[src/rtl/core/mbps_pkg.sv]
`timescale 1ns / 1ps
package mbps_pkg;

  localparam int MAX_PATTERN_BYTES = 16;
  localparam int WIN_DEPTH         = MAX_PATTERN_BYTES - 1;
  localparam int FILL_W            = $clog2(MAX_PATTERN_BYTES);
  localparam int LEN_W             = 5;
  localparam int BYTE_W            = 8;
  localparam int ADDR_W            = 48;
  localparam int CFG_INDEX_W       = 8;
  localparam int CFG_DATA_W        = 64;
  localparam int IN_TDATA_W        = 56;
  localparam int OUT_TDATA_W       = 48;

  typedef enum logic [CFG_INDEX_W-1:0] {
    REG_PATTERN_LENGTH = 8'd0,
    REG_PATTERN_LOW    = 8'd1,
    REG_PATTERN_HIGH   = 8'd2,
    REG_CARE_MASK      = 8'd3
  } mbps_reg_t;

  typedef logic [MAX_PATTERN_BYTES-1:0][BYTE_W-1:0] mbps_pat_t;
  typedef logic [WIN_DEPTH-1:0][BYTE_W-1:0]         mbps_win_t;

  typedef struct packed {
    logic [LEN_W-1:0]             length;
    mbps_pat_t                    bytes;
    logic [MAX_PATTERN_BYTES-1:0] care;
  } mbps_cfg_t;

  typedef struct packed {
    logic             hit;
    logic [FILL_W-1:0] offset;   // pattern length - 1, back to the first byte
  } mbps_hit_t;

endpackage

[src/rtl/core/mbps_match.sv]
`timescale 1ns / 1ps
module mbps_match (
  input  mbps_pkg::mbps_cfg_t                 cfg,
  input  logic [mbps_pkg::BYTE_W-1:0]         cur_byte,
  input  mbps_pkg::mbps_win_t                 window,
  input  logic [mbps_pkg::FILL_W-1:0]         fill,
  output mbps_pkg::mbps_hit_t                 result
);
  import mbps_pkg::*;

  logic [LEN_W-1:0]             len_c;
  logic [MAX_PATTERN_BYTES-1:0] mismatch;
  logic                         enough;

  assign len_c = (cfg.length > LEN_W'(MAX_PATTERN_BYTES)) ? LEN_W'(MAX_PATTERN_BYTES)
                                                          : cfg.length;
  assign enough = (({1'b0, fill} + LEN_W'(1)) >= len_c);

  // Position b counts back from the current byte; it meets pattern byte len-1-b.
  always_comb begin
    logic [LEN_W-1:0]  j;
    logic [BYTE_W-1:0] seen;
    for (int b = 0; b < MAX_PATTERN_BYTES; b++) begin
      j    = len_c - LEN_W'(1) - LEN_W'(b);
      seen = (b == 0) ? cur_byte : window[(b == 0) ? 0 : b - 1];
      mismatch[b] = (LEN_W'(b) < len_c) && cfg.care[j[FILL_W-1:0]] &&
                    (seen != cfg.bytes[j[FILL_W-1:0]]);
    end
  end

  assign result.hit    = (len_c != '0) && enough && (mismatch == '0);
  assign result.offset = FILL_W'(len_c - LEN_W'(1));

endmodule

[src/rtl/core/masked_byte_pattern_scanner.sv]
`timescale 1ns / 1ps
// Wildcard byte pattern search. Takes one memory byte per cycle with its address and
// reports the address of the first place where the configured pattern (up to 16 bytes,
// care_mask clear = wildcard) matches, or a no-match result on the scan's last byte.
// Input tlast marks the scan's last byte, input tuser the last byte of a region; a
// match never spans regions. An item is accepted every cycle while the result side
// keeps up. A byte waits in the input register while all pattern positions are
// compared in parallel, and the outcome is caught in the result register, from which
// the result is offered. After a match, bytes up to the end of the scan give no result.
// Configuration must be written only while idle; the block itself does not enforce it.
module masked_byte_pattern_scanner (
  input  logic                                clk,
  input  logic                                rst_n,
  input  logic                                cfg_valid,
  output logic                                cfg_ready,
  input  logic [mbps_pkg::CFG_INDEX_W-1:0]    cfg_index,
  input  logic [mbps_pkg::CFG_DATA_W-1:0]     cfg_data,
  input  logic                                in_tvalid,
  output logic                                in_tready,
  input  logic [mbps_pkg::IN_TDATA_W-1:0]     in_tdata,   // data_byte, byte_address
  input  logic                                in_tuser,   // region_end
  input  logic                                in_tlast,   // scan_end
  output logic                                out_tvalid,
  input  logic                                out_tready,
  output logic [mbps_pkg::OUT_TDATA_W-1:0]    out_tdata,  // match_address
  output logic                                out_tuser   // found
);
  import mbps_pkg::*;

  mbps_cfg_t cfg_r;

  logic              s1_valid_r;
  logic [BYTE_W-1:0] s1_byte_r;
  logic [ADDR_W-1:0] s1_addr_r;
  logic              s1_region_end_r;
  logic              s1_scan_end_r;

  mbps_win_t         window_r, window_nxt;
  logic [FILL_W-1:0] fill_r, fill_nxt;
  logic              done_r, done_nxt;

  logic              out_valid_r, out_valid_nxt;
  logic              out_found_r, out_found_nxt;
  logic [ADDR_W-1:0] out_addr_r, out_addr_nxt;

  logic      advance;
  logic      in_fire;
  logic      res_valid;
  mbps_hit_t hit;

  assign cfg_ready = 1'b1;

  always_ff @(posedge clk) begin
    if (!rst_n) begin
      cfg_r <= '0;
    end else if (cfg_valid && cfg_ready) begin
      unique case (cfg_index)
        REG_PATTERN_LENGTH: cfg_r.length <= cfg_data[LEN_W-1:0];
        REG_PATTERN_LOW:    cfg_r.bytes[7:0] <= cfg_data;
        REG_PATTERN_HIGH:   cfg_r.bytes[15:8] <= cfg_data;
        REG_CARE_MASK:      cfg_r.care <= cfg_data[MAX_PATTERN_BYTES-1:0];
        default: ;
      endcase
    end
  end

  assign advance   = s1_valid_r && (!out_valid_r || out_tready);
  assign in_tready = !s1_valid_r || advance;
  assign in_fire   = in_tvalid && in_tready;

  always_ff @(posedge clk) begin
    if (!rst_n) begin
      s1_valid_r <= 1'b0;
    end else if (in_fire) begin
      s1_valid_r <= 1'b1;
    end else if (advance) begin
      s1_valid_r <= 1'b0;
    end
  end

  always_ff @(posedge clk) begin
    if (in_fire) begin
      s1_byte_r       <= in_tdata[BYTE_W-1:0];
      s1_addr_r       <= in_tdata[BYTE_W +: ADDR_W];
      s1_region_end_r <= in_tuser;
      s1_scan_end_r   <= in_tlast;
    end
  end

  mbps_match u_match (
    .cfg      (cfg_r),
    .cur_byte (s1_byte_r),
    .window   (window_r),
    .fill     (fill_r),
    .result   (hit)
  );

  always_comb begin
    window_nxt    = window_r;
    fill_nxt      = fill_r;
    done_nxt      = done_r;
    res_valid     = 1'b0;
    out_found_nxt = out_found_r;
    out_addr_nxt  = out_addr_r;
    if (advance) begin
      if (done_r) begin
        // swallow bytes until the scan closes
        if (s1_scan_end_r) begin
          done_nxt = 1'b0;
          fill_nxt = '0;
        end
      end else begin
        window_nxt = {window_r[WIN_DEPTH-2:0], s1_byte_r};
        if (fill_r != FILL_W'(WIN_DEPTH)) fill_nxt = fill_r + FILL_W'(1);
        if (s1_region_end_r || s1_scan_end_r) fill_nxt = '0;
        if (hit.hit) begin
          res_valid     = 1'b1;
          out_found_nxt = 1'b1;
          out_addr_nxt  = s1_addr_r - ADDR_W'(hit.offset);
          done_nxt      = !s1_scan_end_r;
        end else if (s1_scan_end_r) begin
          res_valid     = 1'b1;
          out_found_nxt = 1'b0;
          out_addr_nxt  = '0;
        end
      end
    end
    if (res_valid) begin
      out_valid_nxt = 1'b1;
    end else if (out_tready) begin
      out_valid_nxt = 1'b0;
    end else begin
      out_valid_nxt = out_valid_r;
    end
  end

  always_ff @(posedge clk) begin
    if (!rst_n) begin
      fill_r      <= '0;
      done_r      <= 1'b0;
      out_valid_r <= 1'b0;
    end else begin
      fill_r      <= fill_nxt;
      done_r      <= done_nxt;
      out_valid_r <= out_valid_nxt;
    end
  end

  // window bytes beyond the fill count are never compared
  always_ff @(posedge clk) begin
    window_r    <= window_nxt;
    out_found_r <= out_found_nxt;
    out_addr_r  <= out_addr_nxt;
  end

  assign out_tvalid = out_valid_r;
  assign out_tuser  = out_found_r;
  assign out_tdata  = out_addr_r;

endmodule

[config.mk]
export PLATFORM = sky130hd
export DESIGN_NAME = masked_byte_pattern_scanner
export DESIGN_NICKNAME = d
export VERILOG_FILES = /design/src/rtl/core/mbps_pkg.sv /design/src/rtl/core/mbps_match.sv /design/src/rtl/core/masked_byte_pattern_scanner.sv
export SDC_FILE = /design/constraint.sdc
export NUM_CORES = 1
export LEC_CHECK = 0
export BUFFER_PORTS_ARGS = -buffer_cell sky130_fd_sc_hd__buf_2
export CAP_MARGIN = 0
export CORE_MARGIN = 2
export CORE_UTILIZATION = 35
export DETAILED_ROUTE_END_ITERATION = 16
export PLACE_DENSITY = 0.56
export SLEW_MARGIN = 25
export SYNTH_ARGS = -nofsm -noshare
export SYNTH_HDL_FRONTEND = slang
export SYNTH_SLANG_ARGS = --single-unit
[constraint.sdc]
create_clock -name clk -period 25 [get_ports clk]
set_input_delay 3.75 -clock clk [delete_from_list [all_inputs] [get_ports clk]]
set_output_delay 3.75 -clock clk [all_outputs]
set_load 0.05 [all_outputs]
==> impl_metrics.toml <==
[placed_design]
dpl.hpwl_mm = 65.2
gp_congestion = 0.937
place_ws_ns = 16.89
dp_cells = 3194
port_buffers = 185

[setup_path]
worstSetupPathType = "input pin to primary output"
crit_arrival_ns = 4.37
timing.critical_path.cells = "buf_2, nor2b_1, nand2_1, buf_2"
cp_slowest_cell = "buf_2"
required_ns = 21.25
critical_path.max_stage_delay_ns = 0.22
reg2reg_from = "cfg_r[148]$_SDFFE_PN0P_"
startpoint_type = "input pin"
crit_fanout = 4
crit_path_end_kind = "primary output"
crit_start = "out_tready"
cpMostUsedCell = "buf_2"

[timing]
min_period_ns = 8.12
max_freq_mhz = 123
finalMaxSlewViolations = 0
skew_ns = 0.0203
relSlewSlack = 0.288
fin_tns_setup_ns = 0
rsz0062_at_grt = "no"
worst_slew_pin_slew_ns = 1.06
worst_slack_ns = 16.88
period_share = 0.325
setup_violations = 0
hold_viol = 0

[finish]
area_growth_pct = 13.7
finalNonFillerCells = 3278
fin_nets = 2522
post-route-util = 0.402
layout-drive-gt1-share = 0.207
n_fill_cell = 6524

[global_routing]
antenna_found_initial = 2
grt_pass1_wl_mm = 127
grt_pass1_vias = 18500
grt_max_degree = 82
gr-total-overflow = 0
grtUsageTotal = 0.245

[power]
vdd_drop_max_mv = 0.0572
leakage_uw = 0.00944
power_uw = 1430
powerDensity_mw_per_mm2 = 52.7

[synth]
ys.flop_type = "edfxtp_1"
yosys-top-cells-area = "edfxtp_1 29%, dfxtp_1 13%, mux4_2 9.1%"
synth_cells = 2260
yosysSeqAreaShare = 0.418
synth-warning-count = 0
synth_top_area_cell = "edfxtp_1"
async_reset_ff_frac = 0
avgSynthCellArea_um2 = 10.5
synth_edf_count = 227
netlist_area_mm2 = 0.0238
synth-seq-cells = 383
syn-num-nets = 2414
yosys.cell_types.count = 73
synth_top_cell_area_share = 0.286

[floorplan]
dieWidth_um = 265
ios = 187
row_count = 95
core_mm2 = 0.0673
die_h_um = 265
die-area_mm2 = 0.0701
initial_utilization = 0.354

[clock_tree]
h-tree-depth = 2
postCtsSetupBuffers = 0
clock_latency_ns = 0.60
cts_tree = "done"
cts_max_path_buffers = 3
cts_hold_buf = 0
clkSlewWorstSetupHoldPaths_ns = 0.06
root_buffer = "clkbuf_16"
clock-sinks = 383
cts-resized-gates = 0
cts_buffers = 44

[job]
cap_violations = 0

[worst_hold_path]
hp-start = "window_r[84]$_DFFE_PP_"
hold_class = "flop to flop"

[detailed_routing]
drt.antenna.violating_nets = 0
drt_iter0_markers = 2194
wl_per_cell_um = 26.8
dr.pass1.iters = 6
via_per_inst = 5.98
vias = 19600
totalWireLength_mm = 87.9
drc = 0

[run_status]
status = "finished, final reports clean"
[cell type report]
type	instances	area (um^2)	area share
Clock buffer	53	1190	0.0438
Inverter	16	60.1	0.00222
Sequential cell	383	9940	0.367
Antenna cell	2	5.00	0.000185
Tap cell	873	1090	0.0404
Multi-Input combinational cell	1690	13200	0.487
Timing Repair Buffer	233	1310	0.0484
Clock inverter	28	290	0.0107
[flip-flops by register name, indices dropped and copies added, names as in the netlist]
signal / flops
out_tuser: 1
out_tvalid: 1
s1_scan_end_r: 1
s1_addr_r: 48
s1_byte_r: 8
done_r: 1
s1_region_end_r: 1
out_tdata: 48
fill_r: 4
cfg_r: 149
s1_valid_r: 1
window_r: 120
[Yosys cell counts, drive strengths merged (33+ instances only)]
library cell,number
nor2,54
and3b,33
dfxtp,156
buf,59
a21boi,129
or3,37
mux2i,198
edfxtp,227
clkbuf,112
nor3,94
mux2,50
a211oi,53
xor2,71
xnor2,76
o21ai,83
nand2,295
mux4,96
nor2b,53
a21oi,69
[per-stage QoR]
stage / hold WS (ns) / instance area (um^2)
finish: 0.465 / 27100
global route: 0.483 / 27100
CTS: 0.464 / 27000
detailed placement: 0.457 / 25500
global placement: 0.447 / 25500
floorplan: 0.436 / 23800
[final timing paths]
path | end | slack [ns] | cells after the start
setup / recovery | in_tready | 16.88 | 4
hold / removal | window_r[92]$_DFFE_PP_ | 0.47 | 0
setup reg to reg | out_tdata[32]$_SDFFCE_PN0P_ | 16.96 | 19
hold reg to reg | window_r[92]$_DFFE_PP_ | 0.47 | 0
[cells by family after synthesis]
kind of cell               after synthesis  synth area share
and+or+nand+nor                        700             0.148
AOI/OAI and AO/OA                      478             0.138
DFF                                    383             0.418
muxes                                  344             0.198
buffers and inverters                  187            0.0323
xor gates and xnor gates               147            0.0549
adders and majority gates               20            0.0107
other                                    1          0.000158
[cell usage in the layout (no fill, tap or decap), drive strengths merged, types with 5 or more instances in the layout]
master and n:
mux4 96, xor2 71, nand4 25, and2 9, a21oi 69, nand2b 12, a211oi 53, or3 37
buf 233, nor4 29, inv 18, and3 7, nand3 9, or2 18, edfxtp 227, nand2 295
a22oi 19, o21ai 83, nor3 94, o32ai 32, a21boi 129, nor2b 53, o221ai 17, a2111oi 11
o2111ai 7, o22ai 29, or4 10, ha 18, mux2 50, dfxtp 156, mux2i 198, xnor2 76
nor4b 5, clkbuf 53, and3b 33, clkinv 18, nor2 54
[power breakdown]
group          total [uW]  switching, uW  internal [uW]
Combinational        61.5           37.7           23.8
Sequential            699           14.1            685
Clock                 665            281            383
Total                1430            333           1090
[routing by layer]
metal,vias to the layer above,GRT usage,share of wire
li1,8785,-,-
met1,9753,0.324,0.41
met2,900,0.399,0.47
met3,163,0.0491,0.083
met4,2,0.0851,0.040
met5,-,0,0.00015
[worst max-delay path: cells and delay by family]
family,cells,cell delay (ns)
buffers and inverters,2,0.32
AND/OR/NAND/NOR,2,0.30
No activity file was read; power rests on OpenSTA's default activity.
